==> config.mk <==
export PLATFORM = sky130hd
export DESIGN_NAME = text_console_cursor_engine_flat
export DESIGN_NICKNAME = d
export VERILOG_FILES = /design/src/sv/tcce_pkg.sv /design/src/sv/tcce_intf.sv /design/src/sv/tcce_ram.sv /design/src/sv/text_console_cursor_engine.sv /design/src/flat_wrapper.sv
export SDC_FILE = /design/constraint.sdc
export NUM_CORES = 2
export LEC_CHECK = 0
export BUFFER_PORTS_ARGS = -buffer_cell sky130_fd_sc_hd__buf_2
export CAP_MARGIN = 20
export CORE_ASPECT_RATIO = 1.2
export CORE_MARGIN = 1
export CORE_UTILIZATION = 57
export DETAILED_ROUTE_END_ITERATION = 12
export PLACE_DENSITY = 0.8
export SETUP_SLACK_MARGIN = 0.15
export SLEW_MARGIN = 20
export SYNTH_ARGS = -nofsm -noshare
export SYNTH_HDL_FRONTEND = slang
export SYNTH_SLANG_ARGS = --single-unit
==> constraint.sdc <==
create_clock -name clk_i -period 6.5 [get_ports clk_i]
set_clock_uncertainty 0.1 [all_clocks]
set_input_delay 1.3 -clock clk_i [delete_from_list [all_inputs] [get_ports clk_i]]
set_output_delay 1.3 -clock clk_i [all_outputs]
set_load 0.05 [all_outputs]
==> src/sv/tcce_pkg.sv <==
// Shared types, widths and constants for the text console cursor engine.
`timescale 1ns / 1ps

package tcce_pkg;

  // Sizes of the history stack and the tab stop pitch
  localparam int HISTORY_DEPTH = 256;
  localparam int TAB_STOP      = 4;
  localparam int HIST_AW       = $clog2(HISTORY_DEPTH);
  localparam int CNT_W         = $clog2(HISTORY_DEPTH + 1);

  // Field widths
  localparam int KIND_W     = 3;
  localparam int CODE_W     = 21;
  localparam int GW_W       = 8;
  localparam int COORD_W    = 10;
  localparam int OP_W       = 2;
  localparam int LH_W       = 8;
  localparam int SW_W       = 8;
  localparam int SL_W       = 6;
  localparam int CFG_IDX_W  = 3;
  localparam int CFG_DATA_W = 10;
  // Wide enough for any intermediate sum or the scroll offset
  localparam int SUM_W      = 14;
  localparam int DIV_CNT_W  = $clog2(COORD_W);
  localparam int POS_W      = $clog2(TAB_STOP + 1);

  localparam logic [COORD_W-1:0] COORD_MAX = {COORD_W{1'b1}};

  // Register reset values
  localparam logic [COORD_W-1:0] WIDTH_RST  = COORD_W'(320);
  localparam logic [COORD_W-1:0] HEIGHT_RST = COORD_W'(240);
  localparam logic [LH_W-1:0]    LINE_RST   = LH_W'(16);
  localparam logic [SW_W-1:0]    SPACE_RST  = SW_W'(8);
  localparam logic [SL_W-1:0]    SCROLL_RST = SL_W'(8);

  typedef enum logic [KIND_W-1:0] {
    KIND_NEWLINE = 3'd0,
    KIND_CR      = 3'd1,
    KIND_TAB     = 3'd2,
    KIND_BS      = 3'd3,
    KIND_NULL    = 3'd4,
    KIND_PRINT   = 3'd5
  } kind_e;

  typedef enum logic [OP_W-1:0] {
    OP_COPY  = 2'd0,
    OP_FILL  = 2'd1,
    OP_GLYPH = 2'd2
  } op_e;

  typedef enum logic [CFG_IDX_W-1:0] {
    CFG_WINDOW_WIDTH  = 3'd0,
    CFG_WINDOW_HEIGHT = 3'd1,
    CFG_LINE_HEIGHT   = 3'd2,
    CFG_SPACE_WIDTH   = 3'd3,
    CFG_SCROLL_LINES  = 3'd4
  } cfg_idx_e;

  typedef enum logic [3:0] {
    S_IDLE,
    S_PREP,
    S_NEWLINE,
    S_COPY,
    S_SFILL,
    S_DIV,
    S_TAB,
    S_FILL,
    S_GLYPH,
    S_BS
  } state_e;

  // One drawing command
  typedef struct packed {
    op_e                op;
    logic [COORD_W-1:0] x_left;
    logic [COORD_W-1:0] y_top;
    logic [COORD_W-1:0] x_right;
    logic [COORD_W-1:0] y_bottom;
    logic [COORD_W-1:0] source_y;
    logic [CODE_W-1:0]  glyph_code;
    logic               last;
  } cmd_t;

  // Clamp a non-negative sum to the coordinate range
  function automatic logic [COORD_W-1:0] sat10(input logic [SUM_W-1:0] v);
    logic [COORD_W-1:0] r;
    r = (v > SUM_W'(COORD_MAX)) ? COORD_MAX : v[COORD_W-1:0];
    return r;
  endfunction

endpackage

==> src/sv/tcce_intf.sv <==
// Valid/ready channel interfaces: character input, command output, config writes.
`timescale 1ns / 1ps

interface tcce_item_if;
  import tcce_pkg::*;
  logic              valid;
  logic              ready;
  logic [KIND_W-1:0] kind;
  logic [CODE_W-1:0] char_code;
  logic [GW_W-1:0]   glyph_width;

  modport source (output valid, kind, char_code, glyph_width, input ready);
  modport sink   (input valid, kind, char_code, glyph_width, output ready);
endinterface

interface tcce_cmd_if;
  import tcce_pkg::*;
  logic               valid;
  logic               ready;
  logic [OP_W-1:0]    op;
  logic [COORD_W-1:0] x_left;
  logic [COORD_W-1:0] y_top;
  logic [COORD_W-1:0] x_right;
  logic [COORD_W-1:0] y_bottom;
  logic [COORD_W-1:0] source_y;
  logic [CODE_W-1:0]  glyph_code;
  logic               last;

  modport source (output valid, op, x_left, y_top, x_right, y_bottom, source_y,
                  glyph_code, last, input ready);
  modport sink   (input valid, op, x_left, y_top, x_right, y_bottom, source_y,
                  glyph_code, last, output ready);
endinterface

interface tcce_cfg_if;
  import tcce_pkg::*;
  logic                  valid;
  logic                  ready;
  logic [CFG_IDX_W-1:0]  index;
  logic [CFG_DATA_W-1:0] data;

  modport source (output valid, index, data, input ready);
  modport sink   (input valid, index, data, output ready);
endinterface

==> src/sv/tcce_ram.sv <==
// Generic single-write, single-read RAM with registered read data.
`timescale 1ns / 1ps

module tcce_ram #(
  parameter int WIDTH = 10,
  parameter int DEPTH = 256
) (
  input  logic                     clk_i,
  input  logic                     we_i,
  input  logic [$clog2(DEPTH)-1:0] waddr_i,
  input  logic [WIDTH-1:0]         wdata_i,
  input  logic                     re_i,
  input  logic [$clog2(DEPTH)-1:0] raddr_i,
  output logic [WIDTH-1:0]         rdata_o
);

  logic [WIDTH-1:0] mem_q [DEPTH];
  logic [WIDTH-1:0] rdata_q;

  // Write port
  always_ff @(posedge clk_i) begin
    if (we_i) begin
      mem_q[waddr_i] <= wdata_i;
    end
  end

  // Read port, data held until the next read
  always_ff @(posedge clk_i) begin
    if (re_i) begin
      rdata_q <= mem_q[raddr_i];
    end
  end

  assign rdata_o = rdata_q;

endmodule

==> src/sv/text_console_cursor_engine.sv <==
// Text console cursor engine: cursor tracking and drawing command generation.
//
// Usage: item_i takes one decoded character (kind, code point, glyph width).
// cmd_o returns up to four drawing commands per character (scroll copy,
// background fills, glyph draw); the last one of a character has last set.
// cfg_i writes the five window registers and is always ready; the user must
// write them only while idle; the block itself does not enforce it.
// One character at a time: item_i is ready only when the sequencer is idle.
// Each character is accepted and prepared; a newline, or a wrapping tab or
// printable, moves to the next line, adding a scroll copy and fill when the
// window scrolls. A tab runs the bit-serial x / space_width divider, one
// quotient bit per cycle. Each command is built by one sequencer state and
// held in an output register; a stalled cmd_o holds the sequencer in that
// state. The history stack lives in a 256 x 10 RAM with a registered read;
// backspace reads it in the prep state and builds its fill from the data.
// Reset clears cursor, history count and output valid and loads the register
// defaults; the RAM needs no clearing pass, only pushed entries are read.
`timescale 1ns / 1ps

module text_console_cursor_engine (
  input  logic        clk_i,
  input  logic        rst_ni,
  tcce_item_if.sink   item_i,
  tcce_cmd_if.source  cmd_o,
  tcce_cfg_if.sink    cfg_i
);
  import tcce_pkg::*;

  // Configuration registers
  logic [COORD_W-1:0] win_w_q, win_h_q;
  logic [LH_W-1:0]    line_h_q;
  logic [SW_W-1:0]    space_w_q;
  logic [SL_W-1:0]    scroll_l_q;

  // Sequencer and cursor state
  state_e             state_q, state_d;
  logic [COORD_W-1:0] x_q, x_d, y_q, y_d;
  logic [CNT_W-1:0]   count_q, count_d;

  // Latched character
  logic [KIND_W-1:0]  kind_q, kind_d;
  logic [CODE_W-1:0]  code_q, code_d;
  logic [GW_W-1:0]    gw_q, gw_d;

  // Scroll offset and tab divider
  logic [SUM_W-1:0]     ofs_q, ofs_d;
  logic [DIV_CNT_W-1:0] div_cnt_q, div_cnt_d;
  logic [SW_W-1:0]      rem_q, rem_d;
  logic [COORD_W-1:0]   quot_q, quot_d;

  // Output register
  logic out_valid_q, out_valid_d;
  cmd_t cmd_q, cmd_d;

  // History RAM
  logic               mem_we, mem_re;
  logic [HIST_AW-1:0] mem_waddr, mem_raddr;
  logic [COORD_W-1:0] mem_rdata;

  // Shared arithmetic
  logic               accept, slot_free, fire;
  logic [SW_W-1:0]    tab_w;
  logic [SUM_W-1:0]   y_line, tab_span, print_right;
  logic               tab_wrap, print_wrap, do_scroll;
  logic [COORD_W-1:0] ofs_clip, y_base, y_bot;
  logic [CNT_W-1:0]   count_dec;
  logic [SW_W:0]      div_trial;
  logic               div_ge;
  logic [SUM_W-1:0]   tab_pos, tab_right;
  state_e             after_nl;

  assign accept    = item_i.valid && item_i.ready;
  assign slot_free = !out_valid_q || cmd_o.ready;
  assign item_i.ready = (state_q == S_IDLE);
  assign cfg_i.ready  = 1'b1;

  // Geometry helpers
  assign tab_w       = (space_w_q == '0) ? SW_W'(1) : space_w_q;
  assign y_line      = SUM_W'(y_q) + SUM_W'(line_h_q);
  assign y_bot       = sat10(y_line);
  assign tab_span    = SUM_W'(TAB_STOP) * SUM_W'(tab_w);
  assign tab_wrap    = (SUM_W'(x_q) + tab_span) >= SUM_W'(win_w_q);
  assign print_right = SUM_W'(x_q) + SUM_W'(gw_q);
  assign print_wrap  = print_right >= SUM_W'(win_w_q);
  assign do_scroll   = y_line >= SUM_W'(win_h_q);
  assign ofs_clip    = (ofs_q > SUM_W'(win_h_q)) ? win_h_q : ofs_q[COORD_W-1:0];
  assign y_base      = !do_scroll ? y_q :
                       (ofs_q >= SUM_W'(y_q)) ? '0 : (y_q - ofs_q[COORD_W-1:0]);
  assign count_dec   = count_q - CNT_W'(1);

  // Restoring divider step: next quotient bit of x / tab_w
  assign div_trial = {rem_q, x_q[div_cnt_q]};
  assign div_ge    = div_trial >= {1'b0, tab_w};

  // Advance to the next tab stop
  assign tab_pos   = SUM_W'(TAB_STOP) - SUM_W'(quot_q % COORD_W'(TAB_STOP));
  assign tab_right = SUM_W'(x_q) + SUM_W'(tab_pos[POS_W-1:0]) * SUM_W'(tab_w);

  assign after_nl = (kind_q == KIND_TAB)   ? S_DIV :
                    (kind_q == KIND_PRINT) ? S_FILL : S_IDLE;

  // Next state
  always_comb begin
    state_d = state_q;
    unique case (state_q)
      S_IDLE: begin
        if (accept) state_d = S_PREP;
      end
      S_PREP: begin
        case (kind_q) inside
          KIND_NEWLINE: state_d = S_NEWLINE;
          KIND_TAB:     state_d = tab_wrap ? S_NEWLINE : S_DIV;
          KIND_BS:      state_d = (count_q == '0) ? S_IDLE : S_BS;
          KIND_PRINT:   state_d = print_wrap ? S_NEWLINE : S_FILL;
          KIND_CR, KIND_NULL: state_d = S_IDLE;
          default:      state_d = S_IDLE;
        endcase
      end
      S_NEWLINE: state_d = do_scroll ? S_COPY : after_nl;
      S_COPY:    if (slot_free) state_d = S_SFILL;
      S_SFILL:   if (slot_free) state_d = after_nl;
      S_DIV:     if (div_cnt_q == '0) state_d = S_TAB;
      S_TAB:     if (slot_free) state_d = S_IDLE;
      S_FILL:    if (slot_free) state_d = S_GLYPH;
      S_GLYPH:   if (slot_free) state_d = S_IDLE;
      S_BS:      if (slot_free) state_d = S_IDLE;
      default:   state_d = S_IDLE;
    endcase
  end

  // Datapath and command building
  always_comb begin
    x_d       = x_q;
    y_d       = y_q;
    count_d   = count_q;
    kind_d    = kind_q;
    code_d    = code_q;
    gw_d      = gw_q;
    ofs_d     = ofs_q;
    div_cnt_d = div_cnt_q;
    rem_d     = rem_q;
    quot_d    = quot_q;
    cmd_d     = cmd_q;
    fire      = 1'b0;
    mem_we    = 1'b0;
    mem_re    = 1'b0;
    mem_waddr = count_q[HIST_AW-1:0];
    mem_raddr = count_dec[HIST_AW-1:0];
    unique case (state_q)
      S_IDLE: begin
        if (accept) begin
          kind_d = item_i.kind;
          code_d = item_i.char_code;
          gw_d   = item_i.glyph_width;
          // a full stack restarts at the bottom
          if (count_q == CNT_W'(HISTORY_DEPTH)) count_d = '0;
        end
      end
      S_PREP: begin
        ofs_d     = SUM_W'(scroll_l_q) * SUM_W'(line_h_q);
        div_cnt_d = DIV_CNT_W'(COORD_W - 1);
        rem_d     = '0;
        quot_d    = '0;
        if (kind_q == KIND_CR) begin
          x_d     = '0;
          count_d = '0;
        end
        if (kind_q == KIND_BS && count_q != '0) begin
          count_d = count_dec;
          mem_re  = 1'b1;
        end
      end
      S_NEWLINE: begin
        x_d     = '0;
        count_d = '0;
        y_d     = sat10(SUM_W'(y_base) + SUM_W'(line_h_q));
      end
      S_COPY: begin
        fire             = slot_free;
        cmd_d.op         = OP_COPY;
        cmd_d.x_left     = '0;
        cmd_d.y_top      = '0;
        cmd_d.x_right    = win_w_q;
        cmd_d.y_bottom   = win_h_q - ofs_clip;
        cmd_d.source_y   = ofs_clip;
        cmd_d.glyph_code = '0;
        cmd_d.last       = 1'b0;
      end
      S_SFILL: begin
        fire             = slot_free;
        cmd_d.op         = OP_FILL;
        cmd_d.x_left     = '0;
        cmd_d.y_top      = win_h_q - ofs_clip;
        cmd_d.x_right    = win_w_q;
        cmd_d.y_bottom   = win_h_q;
        cmd_d.source_y   = '0;
        cmd_d.glyph_code = '0;
        cmd_d.last       = (kind_q == KIND_NEWLINE);
      end
      S_DIV: begin
        rem_d     = div_ge ? SW_W'(div_trial - {1'b0, tab_w}) : div_trial[SW_W-1:0];
        quot_d    = {quot_q[COORD_W-2:0], div_ge};
        div_cnt_d = div_cnt_q - DIV_CNT_W'(1);
      end
      S_TAB: begin
        fire             = slot_free;
        cmd_d.op         = OP_FILL;
        cmd_d.x_left     = x_q;
        cmd_d.y_top      = y_q;
        cmd_d.x_right    = sat10(tab_right);
        cmd_d.y_bottom   = y_bot;
        cmd_d.source_y   = '0;
        cmd_d.glyph_code = '0;
        cmd_d.last       = 1'b1;
        if (slot_free) begin
          mem_we  = 1'b1;
          count_d = count_q + CNT_W'(1);
          x_d     = sat10(tab_right);
        end
      end
      S_FILL: begin
        fire             = slot_free;
        cmd_d.op         = OP_FILL;
        cmd_d.x_left     = x_q;
        cmd_d.y_top      = y_q;
        cmd_d.x_right    = sat10(print_right);
        cmd_d.y_bottom   = y_bot;
        cmd_d.source_y   = '0;
        cmd_d.glyph_code = '0;
        cmd_d.last       = 1'b0;
      end
      S_GLYPH: begin
        fire             = slot_free;
        cmd_d.op         = OP_GLYPH;
        cmd_d.x_left     = x_q;
        cmd_d.y_top      = y_q;
        cmd_d.x_right    = sat10(print_right);
        cmd_d.y_bottom   = y_bot;
        cmd_d.source_y   = '0;
        cmd_d.glyph_code = code_q;
        cmd_d.last       = 1'b1;
        if (slot_free) begin
          mem_we  = 1'b1;
          count_d = count_q + CNT_W'(1);
          x_d     = sat10(print_right);
        end
      end
      S_BS: begin
        // popped x is in the RAM read register since the prep cycle
        fire             = slot_free;
        cmd_d.op         = OP_FILL;
        cmd_d.x_left     = mem_rdata;
        cmd_d.y_top      = y_q;
        cmd_d.x_right    = x_q;
        cmd_d.y_bottom   = y_bot;
        cmd_d.source_y   = '0;
        cmd_d.glyph_code = '0;
        cmd_d.last       = 1'b1;
        if (slot_free) x_d = mem_rdata;
      end
      default: ;
    endcase
    if (!fire) cmd_d = cmd_q;
  end

  // Output register valid
  always_comb begin
    if (fire)             out_valid_d = 1'b1;
    else if (cmd_o.ready) out_valid_d = 1'b0;
    else                  out_valid_d = out_valid_q;
  end

  // Control state
  always_ff @(posedge clk_i or negedge rst_ni) begin
    if (!rst_ni) begin
      state_q     <= S_IDLE;
      x_q         <= '0;
      y_q         <= '0;
      count_q     <= '0;
      out_valid_q <= 1'b0;
    end else begin
      state_q     <= state_d;
      x_q         <= x_d;
      y_q         <= y_d;
      count_q     <= count_d;
      out_valid_q <= out_valid_d;
    end
  end

  // Payload and working registers
  always_ff @(posedge clk_i) begin
    kind_q    <= kind_d;
    code_q    <= code_d;
    gw_q      <= gw_d;
    ofs_q     <= ofs_d;
    div_cnt_q <= div_cnt_d;
    rem_q     <= rem_d;
    quot_q    <= quot_d;
    cmd_q     <= cmd_d;
  end

  // Configuration writes; indexes beyond the list are dropped
  always_ff @(posedge clk_i or negedge rst_ni) begin
    if (!rst_ni) begin
      win_w_q    <= WIDTH_RST;
      win_h_q    <= HEIGHT_RST;
      line_h_q   <= LINE_RST;
      space_w_q  <= SPACE_RST;
      scroll_l_q <= SCROLL_RST;
    end else if (cfg_i.valid) begin
      unique case (cfg_i.index)
        CFG_WINDOW_WIDTH:  win_w_q    <= cfg_i.data;
        CFG_WINDOW_HEIGHT: win_h_q    <= cfg_i.data;
        CFG_LINE_HEIGHT:   line_h_q   <= cfg_i.data[LH_W-1:0];
        CFG_SPACE_WIDTH:   space_w_q  <= cfg_i.data[SW_W-1:0];
        CFG_SCROLL_LINES:  scroll_l_q <= cfg_i.data[SL_W-1:0];
        default: ;
      endcase
    end
  end

  // History stack of earlier x positions
  tcce_ram #(
    .WIDTH (COORD_W),
    .DEPTH (HISTORY_DEPTH)
  ) u_hist (
    .clk_i   (clk_i),
    .we_i    (mem_we),
    .waddr_i (mem_waddr),
    .wdata_i (x_q),
    .re_i    (mem_re),
    .raddr_i (mem_raddr),
    .rdata_o (mem_rdata)
  );

  // Command output
  assign cmd_o.valid      = out_valid_q;
  assign cmd_o.op         = cmd_q.op;
  assign cmd_o.x_left     = cmd_q.x_left;
  assign cmd_o.y_top      = cmd_q.y_top;
  assign cmd_o.x_right    = cmd_q.x_right;
  assign cmd_o.y_bottom   = cmd_q.y_bottom;
  assign cmd_o.source_y   = cmd_q.source_y;
  assign cmd_o.glyph_code = cmd_q.glyph_code;
  assign cmd_o.last       = cmd_q.last;

endmodule

==> src/flat_wrapper.sv <==
// flat-port wrapper written by rule: the top's interface ports become plain ports
module text_console_cursor_engine_flat import tcce_pkg::*;
  (clk_i, rst_ni, item_i_valid, item_i_kind, item_i_char_code, item_i_glyph_width, item_i_ready, cmd_o_valid, cmd_o_op, cmd_o_x_left, cmd_o_y_top, cmd_o_x_right, cmd_o_y_bottom, cmd_o_source_y, cmd_o_glyph_code, cmd_o_last, cmd_o_ready, cfg_i_valid, cfg_i_index, cfg_i_data, cfg_i_ready);
  tcce_item_if item_i_i ();
  tcce_cmd_if cmd_o_i ();
  tcce_cfg_if cfg_i_i ();
  input  logic clk_i;
  input  logic rst_ni;
  input wire logic [$bits(item_i_i.valid)-1:0] item_i_valid;
  input wire logic [$bits(item_i_i.kind)-1:0] item_i_kind;
  input wire logic [$bits(item_i_i.char_code)-1:0] item_i_char_code;
  input wire logic [$bits(item_i_i.glyph_width)-1:0] item_i_glyph_width;
  output wire logic [$bits(item_i_i.ready)-1:0] item_i_ready;
  output wire logic [$bits(cmd_o_i.valid)-1:0] cmd_o_valid;
  output wire logic [$bits(cmd_o_i.op)-1:0] cmd_o_op;
  output wire logic [$bits(cmd_o_i.x_left)-1:0] cmd_o_x_left;
  output wire logic [$bits(cmd_o_i.y_top)-1:0] cmd_o_y_top;
  output wire logic [$bits(cmd_o_i.x_right)-1:0] cmd_o_x_right;
  output wire logic [$bits(cmd_o_i.y_bottom)-1:0] cmd_o_y_bottom;
  output wire logic [$bits(cmd_o_i.source_y)-1:0] cmd_o_source_y;
  output wire logic [$bits(cmd_o_i.glyph_code)-1:0] cmd_o_glyph_code;
  output wire logic [$bits(cmd_o_i.last)-1:0] cmd_o_last;
  input wire logic [$bits(cmd_o_i.ready)-1:0] cmd_o_ready;
  input wire logic [$bits(cfg_i_i.valid)-1:0] cfg_i_valid;
  input wire logic [$bits(cfg_i_i.index)-1:0] cfg_i_index;
  input wire logic [$bits(cfg_i_i.data)-1:0] cfg_i_data;
  output wire logic [$bits(cfg_i_i.ready)-1:0] cfg_i_ready;
  assign item_i_i.valid = item_i_valid;
  assign item_i_i.kind = item_i_kind;
  assign item_i_i.char_code = item_i_char_code;
  assign item_i_i.glyph_width = item_i_glyph_width;
  assign item_i_ready = item_i_i.ready;
  assign cmd_o_valid = cmd_o_i.valid;
  assign cmd_o_op = cmd_o_i.op;
  assign cmd_o_x_left = cmd_o_i.x_left;
  assign cmd_o_y_top = cmd_o_i.y_top;
  assign cmd_o_x_right = cmd_o_i.x_right;
  assign cmd_o_y_bottom = cmd_o_i.y_bottom;
  assign cmd_o_source_y = cmd_o_i.source_y;
  assign cmd_o_glyph_code = cmd_o_i.glyph_code;
  assign cmd_o_last = cmd_o_i.last;
  assign cmd_o_i.ready = cmd_o_ready;
  assign cfg_i_i.valid = cfg_i_valid;
  assign cfg_i_i.index = cfg_i_index;
  assign cfg_i_i.data = cfg_i_data;
  assign cfg_i_ready = cfg_i_i.ready;
  text_console_cursor_engine u_core (.clk_i(clk_i), .rst_ni(rst_ni), .item_i(item_i_i), .cmd_o(cmd_o_i), .cfg_i(cfg_i_i));
endmodule
==> impl_results.md <==
- Maximum vdd drop: 0.5999 mV
- Via count: 60220
- Vias/cell: 6.942
- Core Area: 0.1969 sq mm
- Largest net degree at the start of global routing: 185
- Post-synth ARST share: 2.734%
- Clock Tree Root: clkbuf_16
- Clk sink count: 2780
- Synth warn: 0
- Worst hold path class: in2async
- Buf/Inv on CP: 2
- WP data arrival: 6440 ps
- Violated checks: DRC
- Slowest stage delay, CP: 550 ps
- Later-pin clock latency in the skew report: 900 ps
- Wire per inst: 34.83 microns
- Fin. max-slew vios: 0
- Grt ovf: 0
- Final setup fails: 0
- Peak fanout along the critical path: 8
- Pre-antenna DRT Iters: 12
- Synth unique cells: 78
- CP Capture Type: flop
- Final WL: 302100 microns
- Layout Nets: 6099
- Syn nets: 5764
- Fraction of layout instances using a drive strength above 1: 26.74%
- Clock tree from TritonCTS: done
- Routability Congestion: 0.9728
- Initial DRC Count: 9014
- Synth Instances: 5518
- Fin. Hold Viols: 0
- Row count: 178
- Worst Tran Pin Value: 1285 ps
- Leak pwr: 40.54 nW
- Post-cts sizing count: 0
- Layout area overhead: 11.61%
- Area after DPL: 0.1183 sq mm
- Hold_buf cts: 0
- Sequential cell area fraction in the yosys report: 73.32%
- Crit Path Class: reg2reg
- Critical Path, Cell by Cell: ha_1 -> a21o_1 -> a21oi_1 -> o21ai_0 -> a31oi_1 -> xnor2_1 -> ha_1 -> a21o_1 -> a21o_1 -> a221o_1 -> a221oi_4 -> buf_4 -> nand2_1 -> o31ai_1 -> ha_1 -> fa_1 -> a21o_1 -> a21oi_1 -> o21ai_0 -> o41ai_1 -> buf_4 -> o41ai_4 -> a2bb2oi_1
- Worst path top cell family by delay: compound AO/OA/AOI/OAI gates
- Tcrit/Tclk final: 88.10%
- Number of global-route vias before repair: 60750
- Initial antenna violation count: 13
- Clk pin slew, worst setup/hold paths: 70 ps
- Die width: 409.1 microns
- Final Critical Period: 5726 ps
- Synth Area per Inst: 20.54 sq um
- Worst-case clock buffer depth: 3
- Most used cell, CP: a21o_1
- Post-route cell area: 0.1265 sq mm
- Post-Route Setup TNS: 0 ps
- IO Port Bufs: 125
- Crit start category: flop
- Starting Density: 57.57%
- H-Tree Depth: 4
- # IOs: 127
- Final Core Density: 64.26%
- Relative slew slack: 14.00%
- Post-synth EDFFs: 2704
- Total Routing Usage GR: 30.34%
- Die H: 490.5 microns
- Slowest cell on the critical path: o41ai_4
- Setup Buffers After CTS: 0
- Die area: 0.2007 sq mm
- Main flop type after synthesis: edfxtp_1
- Layout fillers: 11900
- Unrepaired setup endpoints after global routing: no
- Num CTS Buffers: 237
- First-pass GRT wire length: 436500 microns
- Area leader, netlist: edfxtp_1
- Max Cap Viol: 0
- Antenna-violating nets left: 0
- Synth top area share: 71.64%
- CP Data Required Time: 7210 ps
- Drc violations: 2
- FF+latch count, synth: 2780
- Synth Cell Area: 0.1133 sq mm
- Dominant cells by area after synthesis: edfxtp_1, mux4_2, ha_1, dfrtp_1, nor2_1
- Fmax: 0.1746 GHz
- Dpl hpwl: 166900 microns
- Power Density: 483.1 mW/mm^2
- Status: finished with violations
==> area by class of cell <==
class                   instances  area (sq um)  share of cell area, %
inverters                     136         510.5                 0.4035
well taps                    2610          3266                  2.581
repair buffers                383          2845                  2.249
diodes                          4         10.01               0.007912
flip-flops and latches       2780         83150                  65.73
multi-input cells            2315         28620                  22.62
clock inverters               155          1914                  1.513
clock buffers                 292          6188                  4.892
==> where the power goes <==
group          internal, mW  switching, mW  total (mW)
Sequential             23.1           1.04        24.1
Clock                  8.31           6.64        15.0
Combinational          7.69           14.4        22.1
==> cells in the mapped netlist, drive strengths merged, types with 5 or more instances <==
library cell,count
a2bb2oi,9
nand3,23
a211oi,9
o21ai,101
nand4,7
nand2,193
fa,47
a21boi,8
buf,94
xor2,25
a22oi,66
nand2b,19
mux2i,17
a21o,27
nor3,21
or3,9
ha,149
mux4,802
o31ai,13
a41oi,5
nor2b,20
inv,136
a31oi,17
edfxtp,2704
o221ai,16
a22o,28
dfstp,9
o211ai,17
o21a,15
clkbuf,193
and2,58
nor4,10
xnor2,42
o21bai,10
a221oi,22
mux2,23
o41ai,6
a21oi,60
nor2,360
dfrtp,67
==> state kept, by name, indices dropped and copies added (netlist names), 8 cells and up <==
| name | flops |
|---|---|
| u_core.x_q | 10 |
| u_core.cmd_o.source_y | 10 |
| u_core.win_h_q | 10 |
| u_core.win_w_q | 10 |
| u_core.cmd_o.x_right | 10 |
| u_core.count_q | 9 |
| u_core.cmd_o.x_left | 10 |
| u_core.u_hist.rdata_o | 10 |
| u_core.ofs_q | 14 |
| u_core.cmd_o.y_bottom | 10 |
| u_core.space_w_q | 8 |
| u_core.gw_q | 8 |
| u_core.cmd_o.glyph_code | 21 |
| u_core.line_h_q | 8 |
| u_core.rem_q | 8 |
| u_core.cmd_o.y_top | 10 |
| u_core.code_q | 21 |
| u_core.y_q | 10 |
| u_core.u_hist.mem_q | 2560 |
==> final timing paths <==
path                                                  start                                    end  slack [ps]  cells past startpoint
min in group clk_i              u_core.code_q[20]$_DFFE_PP_  u_core.cmd_o.glyph_code[20]$_DFFE_PP_         420                      1
worst min register to register  u_core.code_q[20]$_DFFE_PP_  u_core.cmd_o.glyph_code[20]$_DFFE_PP_         420                      1
worst max-delay path              u_core.y_q[1]$_DFFE_PN0P_              u_core.y_q[5]$_DFFE_PN0P_         770                     23
max in group asynchronous                            rst_ni              u_core.x_q[6]$_DFFE_PN0P_        4870                      2
worst max register to register    u_core.y_q[1]$_DFFE_PN0P_              u_core.y_q[5]$_DFFE_PN0P_         770                     23
worst min-delay path                                 rst_ni        u_core.space_w_q[0]$_DFFE_PN0P_         170                      1
==> kinds of logic (layout without fill, tap and decap cells) <==
kind of cell	Yosys count	count (layout)	synth area share (%)
other cells	1	5	0.003308
flops	2780	2780	73.32
buf+inv	423	966	1.565
xor+xnor	67	67	0.5177
fa+ha+maj	196	196	2.475
simple gates	742	742	2.862
compound gates	467	467	2.940
mux	842	842	16.31
==> metal layers <==
layer | part of all wire, % | track usage (%) | up-vias | wire, microns
met5 | 0.043 | 0 | - | 130
met4 | 6.3 | 15.81 | 18 | 18900
met3 | 11 | 6.688 | 913 | 32350
met2 | 50 | 49.29 | 4665 | 149900
met1 | 33 | 38.62 | 31250 | 100800
li1 | - | - | 23380 | -
==> through the flow <==
stage	power, mW	hold slack, ps	std cells	setup slack, ps
floorplan	38.07	381.5	5518	165.1
finish	61.12	173.0	8675	773.5
global route	62.63	163.8	8674	457.2
detailed placement	45.41	403.5	8221	783.4
global placement	44.81	399.6	8221	709.9
CTS	60.58	123.9	8668	767.9
==> layout by cell type (no fill, tap or decap), types with 51 or more instances in the layout <==
master / count
nor2_1: 350
buf_4: 233
clkbuf_1: 51
buf_2: 124
and2_1: 58
mux4_2: 802
o21ai_0: 97
edfxtp_1: 2704
inv_1: 136
nand2_1: 183
dfrtp_1: 56
a21oi_1: 60
ha_1: 148
a22oi_1: 66
clkbuf_16: 238
Power figures use the tool's default switching activity.
